$ cat src/rtl/ptau_pkg.sv
// shared widths, constants and the cordic arctangent table of the turning angle unit
// depends on nothing
package ptau_pkg;

  localparam int unsigned PTAU_MAX_INTERVAL = 32;

  localparam int unsigned CFG_W   = 6;
  localparam int unsigned POS_W   = 14;
  localparam int unsigned ANG_W   = 16;
  localparam int unsigned CNT_W   = 7;
  localparam int unsigned REM_W   = 6;
  localparam int unsigned DY_W    = POS_W + 1;
  localparam int unsigned DD_W    = POS_W + 2;
  localparam int unsigned DOT_W   = 30;
  localparam int unsigned CROSS_W = 26;
  localparam int unsigned CX_W    = 48;
  localparam int unsigned CZ_W    = 25;

  localparam int unsigned CORDIC_STEPS = 16;
  localparam int unsigned STEP_W       = $clog2(CORDIC_STEPS);
  localparam int unsigned PRE_SHIFT    = 16;
  localparam int unsigned ROUND_SHIFT  = 7;

  localparam logic [CFG_W-1:0] CFG_RESET = 6'd15;
  localparam logic [CNT_W-1:0] CNT_SAT   = 7'd127;

  localparam int PTAU_ANGLE_MAX = 25736;
  localparam logic signed [CZ_W-1:0] PTAU_PI_Z = 25'sd3294199;

  // atan(2^-j) in units of 2^-20 rad, rounded to nearest
  function automatic logic signed [CZ_W-1:0] atan_entry(input logic [STEP_W-1:0] idx);
    logic signed [CZ_W-1:0] val;
    case (idx)
      4'd0:    val = 25'sd823550;
      4'd1:    val = 25'sd486170;
      4'd2:    val = 25'sd256879;
      4'd3:    val = 25'sd130396;
      4'd4:    val = 25'sd65451;
      4'd5:    val = 25'sd32757;
      4'd6:    val = 25'sd16383;
      4'd7:    val = 25'sd8192;
      4'd8:    val = 25'sd4096;
      4'd9:    val = 25'sd2048;
      4'd10:   val = 25'sd1024;
      4'd11:   val = 25'sd512;
      4'd12:   val = 25'sd256;
      4'd13:   val = 25'sd128;
      4'd14:   val = 25'sd64;
      default: val = 25'sd32;
    endcase
    return val;
  endfunction

endpackage

$ cat src/rtl/ptau_window.sv
// sample window memory: one write port, one read port with registered read data
// depends on ptau_pkg
module ptau_window import ptau_pkg::*; #(
  parameter int unsigned DEPTH  = 2 * PTAU_MAX_INTERVAL + 2,
  parameter int unsigned ADDR_W = $clog2(DEPTH)
) (
  input  logic              clk_i,
  input  logic              wr_en_i,
  input  logic [ADDR_W-1:0] wr_addr_i,
  input  logic [POS_W-1:0]  wr_data_i,
  input  logic [ADDR_W-1:0] rd_addr_i,
  output logic [POS_W-1:0]  rd_data_o
);

  logic [POS_W-1:0] mem [DEPTH];
  logic [POS_W-1:0] rd_data_q;

  always_ff @(posedge clk_i) begin
    if (wr_en_i) begin
      mem[wr_addr_i] <= wr_data_i;
    end
    rd_data_q <= mem[rd_addr_i];
  end

  assign rd_data_o = rd_data_q;

endmodule

$ cat src/rtl/ptau_cordic.sv
// iterative vectoring cordic: atan2(cross, dot) one micro-rotation per cycle
// depends on ptau_pkg
module ptau_cordic import ptau_pkg::*; (
  input  logic                      clk_i,
  input  logic                      rst_ni,
  input  logic                      start_i,
  input  logic signed [DOT_W-1:0]   dot_i,
  input  logic signed [CROSS_W-1:0] cross_i,
  output logic                      done_o,
  output logic signed [ANG_W-1:0]   angle_o
);

  typedef enum logic [2:0] {
    C_IDLE  = 3'b001,
    C_ITER  = 3'b010,
    C_ROUND = 3'b100
  } cstate_e;

  localparam logic signed [CZ_W-1:0] QMax = CZ_W'(PTAU_ANGLE_MAX);
  localparam logic signed [CZ_W-1:0] QMin = -QMax;
  localparam logic signed [CZ_W-1:0] RoundAdd = CZ_W'(1 << (ROUND_SHIFT - 1));

  cstate_e                  state_q, state_d;
  logic [STEP_W-1:0]        step_q;
  logic signed [CX_W-1:0]   x_q, y_q;
  logic signed [CZ_W-1:0]   z_q;
  logic                     zero_q;
  logic                     done_q;
  logic signed [ANG_W-1:0]  angle_q;

  logic signed [CX_W-1:0]   x0, y0, xs, ys;
  logic signed [CZ_W-1:0]   zq, zsat;
  logic                     y_pos;

  // scale by 2^16 so the floor shifts match exactly
  assign x0 = {{(CX_W-DOT_W-PRE_SHIFT){dot_i[DOT_W-1]}}, dot_i, {PRE_SHIFT{1'b0}}};
  assign y0 = {{(CX_W-CROSS_W-PRE_SHIFT){cross_i[CROSS_W-1]}}, cross_i, {PRE_SHIFT{1'b0}}};

  assign xs    = x_q >>> step_q;
  assign ys    = y_q >>> step_q;
  assign y_pos = !y_q[CX_W-1] && (y_q != '0);

  assign zq = (z_q + RoundAdd) >>> ROUND_SHIFT;

  always_comb begin
    if (zq > QMax) begin
      zsat = QMax;
    end else if (zq < QMin) begin
      zsat = QMin;
    end else begin
      zsat = zq;
    end
  end

  always_comb begin
    state_d = state_q;
    unique case (state_q)
      C_IDLE:  if (start_i) state_d = C_ITER;
      C_ITER:  if (step_q == STEP_W'(CORDIC_STEPS - 1)) state_d = C_ROUND;
      C_ROUND: state_d = C_IDLE;
      default: state_d = C_IDLE;
    endcase
  end

  always_ff @(posedge clk_i or negedge rst_ni) begin
    if (!rst_ni) begin
      state_q <= C_IDLE;
      done_q  <= 1'b0;
    end else begin
      state_q <= state_d;
      done_q  <= (state_q == C_ROUND);
    end
  end

  always_ff @(posedge clk_i) begin
    unique case (state_q)
      C_IDLE: begin
        if (start_i) begin
          zero_q <= (dot_i == '0) && (cross_i == '0);
          step_q <= '0;
          if (dot_i[DOT_W-1]) begin
            // left half plane: rotate by pi first
            x_q <= -x0;
            y_q <= -y0;
            z_q <= cross_i[CROSS_W-1] ? -PTAU_PI_Z : PTAU_PI_Z;
          end else begin
            x_q <= x0;
            y_q <= y0;
            z_q <= '0;
          end
        end
      end
      C_ITER: begin
        if (y_pos) begin
          x_q <= x_q + ys;
          y_q <= y_q - xs;
          z_q <= z_q + atan_entry(step_q);
        end else begin
          x_q <= x_q - ys;
          y_q <= y_q + xs;
          z_q <= z_q - atan_entry(step_q);
        end
        step_q <= step_q + 1'b1;
      end
      C_ROUND: begin
        angle_q <= zero_q ? '0 : ANG_W'(zsat);
      end
      default: ;
    endcase
  end

  assign done_o  = done_q;
  assign angle_o = angle_q;

endmodule

$ cat src/rtl/polyline_turning_angle_unit.sv
// polyline turning angle unit: top level sequencer, window memory and shared cordic
// an angle is offered after the window reads, chord differences, products and the 16-step
// cordic loop; zero angles are offered directly; a new sample is taken only once all angles
// of the last are taken; flushed zeros after the last sample leave one per cycle unless stalled
// reset: async active low; counts cleared, interval 15, window contents left unknown
module polyline_turning_angle_unit import ptau_pkg::*; #(
  parameter int unsigned MAX_INTERVAL = PTAU_MAX_INTERVAL
) (
  input  logic                    clk_i,
  input  logic                    rst_ni,
  // sample input channel
  input  logic                    in_valid_i,
  output logic                    in_stall_o,
  input  logic [POS_W-1:0]        row_position_i,
  input  logic                    last_i,
  // angle output channel
  output logic                    out_valid_o,
  input  logic                    out_stall_i,
  output logic signed [ANG_W-1:0] turn_angle_o,
  output logic                    last_res_o,
  // interval register write channel
  input  logic                    cfg_valid_i,
  output logic                    cfg_ready_o,
  input  logic [CFG_W-1:0]        cfg_curve_interval_i
);

  // window holds the newest 2*MAX_INTERVAL+2 samples, as a ring buffer
  localparam int unsigned WinDepth = 2 * MAX_INTERVAL + 2;
  localparam int unsigned AddrW    = $clog2(WinDepth);

  typedef enum logic [8:0] {
    S_IDLE   = 9'b000000001,  // ready for a sample
    S_RD1    = 9'b000000010,  // read point i
    S_RD2    = 9'b000000100,  // read point i-I, take point i
    S_DIFF   = 9'b000001000,  // chord rises
    S_MUL1   = 9'b000010000,  // dy1*dy2
    S_MUL2   = 9'b000100000,  // dot and cross
    S_CSTART = 9'b001000000,  // kick the cordic
    S_CWAIT  = 9'b010000000,  // wait for the angle
    S_OUT    = 9'b100000000   // present angles until all are taken
  } state_e;

  state_e                      state_q, state_d;
  logic [CFG_W-1:0]            cfg_q;
  logic [CNT_W-1:0]            count_q, count_d;
  logic [AddrW-1:0]            wp_q;
  logic [AddrW-1:0]            cur_wp_q;
  logic [REM_W-1:0]            rem_q;

  // per-sample payload registers
  logic [POS_W-1:0]            pos_q;
  logic                        last_q;
  logic [CFG_W-1:0]            i_q;
  logic [POS_W-1:0]            p1_q;
  logic signed [DY_W-1:0]      dy1_q, dy2_q;
  logic signed [DOT_W-1:0]     prod_q;
  logic signed [DD_W-1:0]      dd_q;
  logic signed [DOT_W-1:0]     dot_q;
  logic signed [CROSS_W-1:0]   cross_q;
  logic signed [ANG_W-1:0]     angle_q;

  logic                        in_acc, out_acc;
  logic [CFG_W-1:0]            eff_i;
  logic                        need_out, need_turn;
  logic [REM_W-1:0]            total;
  logic [CNT_W:0]              k_w, n_w, i_w, i1_w, cnt_w;

  logic [AddrW:0]              off_w, wp_w, rd_sum;
  logic [AddrW-1:0]            rd_addr;
  logic [POS_W-1:0]            rd_data;

  logic [2*CFG_W-1:0]          ii;
  logic signed [DD_W+CFG_W:0]  cprod;
  logic                        c_done;
  logic signed [ANG_W-1:0]     c_angle;

  // handshakes
  assign in_stall_o  = (state_q != S_IDLE);
  assign in_acc      = in_valid_i && !in_stall_o;
  assign out_valid_o = (state_q == S_OUT);
  assign out_acc     = out_valid_o && !out_stall_i;
  assign cfg_ready_o = 1'b1;

  // interval register; the user must write it only between runs of work, the block does not enforce this
  always_ff @(posedge clk_i or negedge rst_ni) begin
    if (!rst_ni) begin
      cfg_q <= CFG_RESET;
    end else if (cfg_valid_i) begin
      cfg_q <= cfg_curve_interval_i;
    end
  end

  // zero acts as one, anything past the window acts as the maximum
  always_comb begin
    if (cfg_q == '0) begin
      eff_i = CFG_W'(1);
    end else if (cfg_q > CFG_W'(MAX_INTERVAL)) begin
      eff_i = CFG_W'(MAX_INTERVAL);
    end else begin
      eff_i = cfg_q;
    end
  end

  // how many angles this sample releases and whether the first needs the cordic
  always_comb begin
    k_w   = {1'b0, count_q};
    n_w   = k_w + 1'b1;
    i_w   = (CNT_W+1)'(eff_i);
    i1_w  = i_w + 1'b1;
    cnt_w = (n_w < i1_w) ? n_w : i1_w;
    if (last_i) begin
      need_out  = 1'b1;
      need_turn = (n_w >= ((i_w << 1) + 2'd2));
      total     = REM_W'(cnt_w);
      count_d   = '0;
    end else begin
      need_out  = (k_w >= i_w);
      need_turn = (k_w >= (i_w << 1));
      total     = REM_W'(1);
      count_d   = (count_q == CNT_SAT) ? count_q : count_q + 1'b1;
    end
  end

  // ring buffer read address: written slot minus I or 2I, wrapped
  assign off_w  = (state_q == S_RD1) ? (AddrW+1)'(i_q) : (AddrW+1)'({i_q, 1'b0});
  assign wp_w   = {1'b0, cur_wp_q};
  assign rd_sum = (wp_w >= off_w) ? (wp_w - off_w) : (wp_w + (AddrW+1)'(WinDepth) - off_w);
  assign rd_addr = rd_sum[AddrW-1:0];

  ptau_window #(
    .DEPTH  (WinDepth),
    .ADDR_W (AddrW)
  ) u_window (
    .clk_i     (clk_i),
    .wr_en_i   (in_acc),
    .wr_addr_i (wp_q),
    .wr_data_i (row_position_i),
    .rd_addr_i (rd_addr),
    .rd_data_o (rd_data)
  );

  ptau_cordic u_cordic (
    .clk_i   (clk_i),
    .rst_ni  (rst_ni),
    .start_i (state_q == S_CSTART),
    .dot_i   (dot_q),
    .cross_i (cross_q),
    .done_o  (c_done),
    .angle_o (c_angle)
  );

  // sequencer
  always_comb begin
    state_d = state_q;
    unique case (state_q)
      S_IDLE: begin
        if (in_acc && need_out) begin
          state_d = need_turn ? S_RD1 : S_OUT;
        end
      end
      S_RD1:    state_d = S_RD2;
      S_RD2:    state_d = S_DIFF;
      S_DIFF:   state_d = S_MUL1;
      S_MUL1:   state_d = S_MUL2;
      S_MUL2:   state_d = S_CSTART;
      S_CSTART: state_d = S_CWAIT;
      S_CWAIT:  if (c_done) state_d = S_OUT;
      S_OUT:    if (out_acc && (rem_q == REM_W'(1))) state_d = S_IDLE;
      default:  state_d = S_IDLE;
    endcase
  end

  always_ff @(posedge clk_i or negedge rst_ni) begin
    if (!rst_ni) begin
      state_q <= S_IDLE;
      count_q <= '0;
      wp_q    <= '0;
      rem_q   <= '0;
    end else begin
      state_q <= state_d;
      if (in_acc) begin
        count_q <= count_d;
        wp_q    <= (wp_q == AddrW'(WinDepth - 1)) ? '0 : wp_q + 1'b1;
        rem_q   <= total;
      end else if (out_acc) begin
        rem_q <= rem_q - 1'b1;
      end
    end
  end

  // datapath: one step per state
  assign ii    = i_q * i_q;
  assign cprod = dd_q * $signed({1'b0, i_q});

  always_ff @(posedge clk_i) begin
    unique case (state_q)
      S_IDLE: begin
        if (in_acc) begin
          pos_q    <= row_position_i;
          last_q   <= last_i;
          i_q      <= eff_i;
          cur_wp_q <= wp_q;
          angle_q  <= '0;
        end
      end
      S_RD2:  p1_q <= rd_data;
      S_DIFF: begin
        dy1_q <= $signed({1'b0, p1_q}) - $signed({1'b0, rd_data});
        dy2_q <= $signed({1'b0, pos_q}) - $signed({1'b0, p1_q});
      end
      S_MUL1: begin
        prod_q <= dy1_q * dy2_q;
        dd_q   <= DD_W'(dy2_q) - DD_W'(dy1_q);
      end
      S_MUL2: begin
        // dot = 256*I*I + dy1*dy2, cross = 16*I*(dy2-dy1)
        dot_q   <= prod_q + $signed(DOT_W'({ii, 8'b0}));
        cross_q <= CROSS_W'({cprod, 4'b0});
      end
      S_CWAIT: if (c_done) angle_q <= c_angle;
      S_OUT:   if (out_acc) angle_q <= '0;  // flushed angles are zero
      default: ;
    endcase
  end

  assign turn_angle_o = angle_q;
  assign last_res_o   = last_q && (rem_q == REM_W'(1));

endmodule

$ cat config.mk
export PLATFORM = sky130hd
export DESIGN_NAME = polyline_turning_angle_unit
export DESIGN_NICKNAME = d
export VERILOG_FILES = /design/src/rtl/ptau_pkg.sv /design/src/rtl/ptau_window.sv /design/src/rtl/ptau_cordic.sv /design/src/rtl/polyline_turning_angle_unit.sv
export SDC_FILE = /design/constraint.sdc
export NUM_CORES = 2
export LEC_CHECK = 0
export ABC_CLOCK_PERIOD_IN_PS = 19100
export BUFFER_PORTS_ARGS = -buffer_cell sky130_fd_sc_hd__buf_2
export CAP_MARGIN = 0
export CELL_PAD_IN_SITES_DETAIL_PLACEMENT = 1
export CELL_PAD_IN_SITES_GLOBAL_PLACEMENT = 2
export CORE_UTILIZATION = 43
export CTS_CLUSTER_SIZE = 8
export DETAILED_ROUTE_END_ITERATION = 12
export PLACE_DENSITY_LB_ADDON = 0.12
export SYNTH_ARGS = -nofsm -noshare
export SYNTH_HDL_FRONTEND = slang
export SYNTH_SLANG_ARGS = --single-unit
$ cat constraint.sdc
create_clock -name clk_i -period 19.1 [get_ports clk_i]
set_input_delay 4.775 -clock clk_i [delete_from_list [all_inputs] [get_ports clk_i]]
set_output_delay 4.775 -clock clk_i [all_outputs]
set_load 0.005 [all_outputs]
; ---- Yosys cells after proc, flatten, opt, wreduce, memory -nomap -nowiden
; Memory sizes are Yosys's and may differ from the RTL's. A register that Yosys moved wholly into a read port is not among the register bits.
; Index checks and enable logic that the tools add are counted.
[word_totals]
reg_bits = 367
latchBits = 0
ramBits = 924
rom_bits = 640
inputBits = 26
out_inout_bits = 20
elab_cells = 167
memories = 3
[classes]
add_sub_neg = 23
mul = 3
n_div = 0
magnitude_cmp = 8
n_eq_ne = 25
shift = 2
n_mux = 50
bitwise_logic = 0
n_reduce_logical = 26
[memory_table]
columns = memory, words, word_bits, rd, rd_ports_with_merged_regs, write_ports, line
row1 = u_window.mem, 66, 14, 1, 1, 1, ptau_window.sv:15  ; logic [POS_W-1:0] mem [DEPTH];
row2 = (no name shown), 16, 20, 1, 1, 0, ptau_pkg.sv:33  ; case (idx)
row3 = (no name shown), 16, 20, 1, 1, 0, ptau_pkg.sv:33
[ops]
columns = cell, n
row1 = $mux 48, 6
row2 = $mux 25, 8
row3 = $pmux 48 s2, 2
row4 = $add 48x48->48, 2
row5 = $sshr 48x4->48, 2
row6 = $sub 48x48->48, 2
row7 = $pmux 9 s9, 1
row8 = $mux 16, 4
row9 = $pmux 25 s2, 1
row10 = $neg 42->48, 1
row11 = $neg 46->48, 1
row12 = $pmux 16 s3, 1
row13 = $reduce_bool 48->1, 1
row14 = $mux 6, 6
row15 = $mux 9, 4
row16 = $mux 7, 5
row17 = $add 30x21->30, 1
row18 = $logic_not 30->1, 1
row19 = $mul 15x15->30, 1
row20 = $sub 14x14->15, 2
row21 = $logic_not 26->1, 1
row22 = $add 25x25->25, 1
row23 = $add 25x8->25 const B, 1
row24 = $sub 25x25->25, 1
row25 = 52 further kinds, 81

; ---- Longest topological paths before layout
[logic_depth]
ltp_word = 9
depth_mapped = 27
ltp_nobuf = 24

; ---- Hierarchy
; Synthesis repeated with hierarchy kept, for this count alone.
[unflattened]
hier_cells = 6594
hier_area_um2 = 82167.6
[modules_own_cells]
columns = mod, n_inst, cells_each, area_each_um2, seq_area_each_um2
row1 = ptau_window, 1, 1628, 35895.7, 28026.9
row2 = polyline_turning_angle_unit, 1, 2345, 24000.5, 6467.5
row3 = ptau_cordic, 1, 2621, 22271.4, 4765.8

; ---- Worst setup path after synthesis
; Ideal clock, no wire load.
[synth_timing]
path_kind = input to register
start = input port in_valid_i
end = memory u_window.mem[31][0] (enable)
setup_time_ns = 0.421
arrival_ns = 6.796
required_time_ns = 18.679
setup_slack_ns = 11.883
path_stages = 4
n_path_buf = 0
path_cell_list = nand2_1 -> inv_1 -> nand4_1 -> nor4_1
[synth_between]
elab_chain_len = 3
[synth_rtl]
columns = element, line
row1 = "start, declared", polyline_turning_angle_unit.sv:12  ; input logic in_valid_i,
row2 = $logic_and 1x1->1, polyline_turning_angle_unit.sv:79  ; assign in_acc = in_valid_i && !in_stall_o;
row3 = $mux 1, ptau_window.sv:19  ; if (wr_en_i) begin
row4 = $mux 1 (not written as such), ptau_window.sv:20  ; mem[wr_addr_i] <= wr_data_i;
row5 = "end, declared", ptau_window.sv:15
; No other way between the ends.

; ---- Worst setup path in the final report
[layout_timing]
start = register state_q[5]
end = output port in_stall_o
[layout_between]
elab_chain_len = 1
[layout_rtl]
columns = element, line
row1 = "start, declared", polyline_turning_angle_unit.sv:43  ; state_e state_q, state_d;
row2 = "start signal, assigned", polyline_turning_angle_unit.sv:180  ; state_q <= state_d;
row3 = $ne 9x1->1, polyline_turning_angle_unit.sv:78  ; assign in_stall_o = (state_q != S_IDLE);
row4 = "end, declared", polyline_turning_angle_unit.sv:13  ; output logic in_stall_o,
; No other way between the ends.

==> run metrics <==
Synth Area in XOR/XNOR 4.393%; Post-Synth Simple-Gate Area 9.408%; Placed Cells 8716; highest-delay cell along the critical path dfrtp_1; Sink Count 1325; WL met2 115100 µm; post-route ant nets 0; RSZ-0062 raised after global routing no; Root Buffer clkbuf_16; syn_area_per_cell 12.73 µm²; Iter 0 DRT Violations 3109; Routed Wire Length 230100 µm; WL met1 100800 µm; final core occ 48.07%; asr flop ratio synth 2.943%; cts repair resizes 0; fin. max-slew vios 0; # rows 158; initial core utilization 43.33%; CP peak stage delay 0.46 ns; register area 0.03926 mm²; Arr. time, crit path 2.97 ns; Setup crit end kind output pin; vias in the first global route 54900; CP Cell Sequence nor3_1 > nand2_1 > or3_1 > nor3b_1 > inv_1 > buf_2; skew final 0.08161 ns; number of synthesized flops with an enable pin 1252; Max-cap violations 0; critical path type reg -> out; DRC violations left 0; run status complete, no violations; Port Buffer Count 44; core area 0.1854 mm²; final hold viol count 0; post-route insts no fill 9011; Worst slew margin 14.79%; Clock transition at path regs 0.05 ns; most frequent cells in the layout 1252 x edfxtp_1, 521 x nand2_1, 515 x inv_1; min-delay worst type reg -> reg; Max VDD drop 0.2603 mV; GR Overflow Total 0; antenna violations before repair 4; Final setup viols 0; Worst EP required 14.32 ns; htree depth 4; Yosys reg bits 1325; Routed WL per cell 25.53 µm; yosys warns 0; fin nets 7142; Power Dens Cells 126.1 mW/mm²; Worst-Margin Slew 1.265 ns; Mapped Cells 6312; critical path launch point type flop; Max clock buf depth 3; cts bufs inserted 187; worst skew pair latency 0.84 ns; Die Wd 434.3 µm; Initial DRT Pass Iterations 8; mux share of post-synthesis cell area 12.12%; Synth cell types 101; sequential fraction of the synthesis area 48.86%; most common cell after layout, fill and taps aside edfxtp_1; via count 51260; buffer count from post-CTS setup fixing 0; CTS tree done; proportion of layout cells with a drive suffix above 1 12.78%; Via-to-Cell Ratio 5.689; fillers 18890; largest family of logic cells by synthesized area adder cells; Hold-fix buffers, CTS 0; Fmax achieved 129.0 MHz; Top Metal Used met4; die area 0.1886 mm²; global-route wire length before repair 347700 µm; largest net degree at the start of global routing 100; complex-gate fraction of the synthesized area 7.765%; Most used DFF post-synth edfxtp_1; post-synthesis adder-cell area fraction 13.63%; GP Congestion 0.8464; post-DP HPWL 162300 µm; Mapped Area 0.08035 mm²; worst setup margin 11.35 ns; Tmin final 7.750 ns; Place WS 11.24 ns; met3 WL 7854 µm; Period Utilization, post-route 40.57%; leakage 33.91 nW; I/O pins 46; die height 434.3 µm; P&R area growth vs syn 10.94%; Total GRT Usage 24.70%; area of the multi-input gates 0.03816 mm²; Setup TNS Final 0 ns; crit path max fanout 8
cell usage after synthesis (all sizes together), types with 10 or more instances:
cell,number,area share [%]
a2111oi,12,0.13
a211oi,13,0.13
a21boi,31,0.29
a21o,83,0.78
a21oi,281,1.8
a31oi,44,0.34
a32oi,40,0.44
and2,196,1.5
and3,41,0.32
buf,84,0.61
clkbuf,167,0.78
dfrtp,33,1.0
dfxtp,34,0.85
edfxtp,1252,47
fa,307,7.6
ha,384,6.0
inv,520,2.4
mux2,62,0.87
mux2i,169,2.1
mux4,324,9.1
nand2,521,2.4
nand2b,49,0.38
nand3,69,0.44
nand4,19,0.16
nor2,410,1.9
nor2b,50,0.39
nor3,51,0.33
nor3b,10,0.093
nor4,33,0.31
o211ai,13,0.12
o21a,32,0.30
o21ai,260,1.6
o21bai,33,0.31
o22ai,42,0.33
o31ai,30,0.28
o32ai,16,0.17
o41ai,15,0.16
or2,18,0.14
or3,34,0.26
or4,27,0.25
xnor2,263,2.9
xor2,140,1.5
worst paths after layout:
check                           start               to  slack (ns)  cells after the start
max                        state_q[5]       in_stall_o       11.35                      6
min                         prod_q[7]         dot_q[7]        0.42                      0
max reg2reg                  dy2_q[5]       prod_q[29]       11.41                     24
min reg2reg                 prod_q[7]         dot_q[7]        0.42                      0
max in group asynchronous      rst_ni  u_cordic.done_o       14.54                      2
min in group asynchronous      rst_ni         rem_q[4]        4.06                      2
registers in the layout, indices dropped and copies added, names as in the netlist, 7 cells and up, named ones only:
name,count
u_window.rd_data_o,14
state_q,9
dd_q,16
cross_q,22
wp_q,7
u_cordic.y_q,48
cur_wp_q,7
turn_angle_o,16
prod_q,30
u_cordic.x_q,48
u_cordic.z_q,25
dy1_q,15
dot_q,30
dy2_q,15
p1_q,14
pos_q,14
count_q,7
u_cordic.angle_o,16
u_window.mem,924
critical path, delay by kind of cell (launching register included):
family | cells | cell delay (ns)
AND/OR/NAND/NOR | 4 | 1.29
flip-flops | 1 | 0.46
buffers and inverters | 2 | 0.39
through the flow:
stage	power [W]	cell area, µm²	hold WS, ns
after global placement	0.008207	83700	0.4124
after floorplan	0.006531	80360	0.4003
after global routing	0.01178	89130	0.4296
final	0.01124	89140	0.4180
after CTS	0.01139	89130	0.4198
after detailed placement	0.008254	83700	0.4099
per-layer routing:
layer	vias up	GRT usage (%)
met5	-	0
li1	23290	-
met1	26640	32.74
met2	1054	42.64
met4	0	7.446
met3	279	2.588
report_power, final:
group	leakage (nW)	switching, W	internal [W]
clock	2.58	0.00129	0.00181
combinational	19.2	0.00291	0.00177
sequential	12.1	0.0000842	0.00338
layout make-up:
type	instances	share of cell area (%)
clock inverter	20	0.4674
antenna	4	0.01123
timing repair buffer	173	1.361
sequential	1325	44.04
multi-input combinational	4217	42.81
inverter	521	2.198
tap	2480	3.481
clock buffer	271	5.627
cell families (layout without fill, tap and decap cells):
| group | after synthesis | count (layout) |
|---|---|---|
| buffers and inverters | 772 | 985 |
| muxes | 555 | 555 |
| xor gates and xnor gates | 403 | 403 |
| other | 1 | 7 |
| AOI/OAI and AO/OA | 999 | 999 |
| adders and majority gates | 691 | 691 |
| and+or+nand+nor | 1566 | 1566 |
| DFF | 1325 | 1325 |
Note: power is estimated with default switching activity, not from simulation.
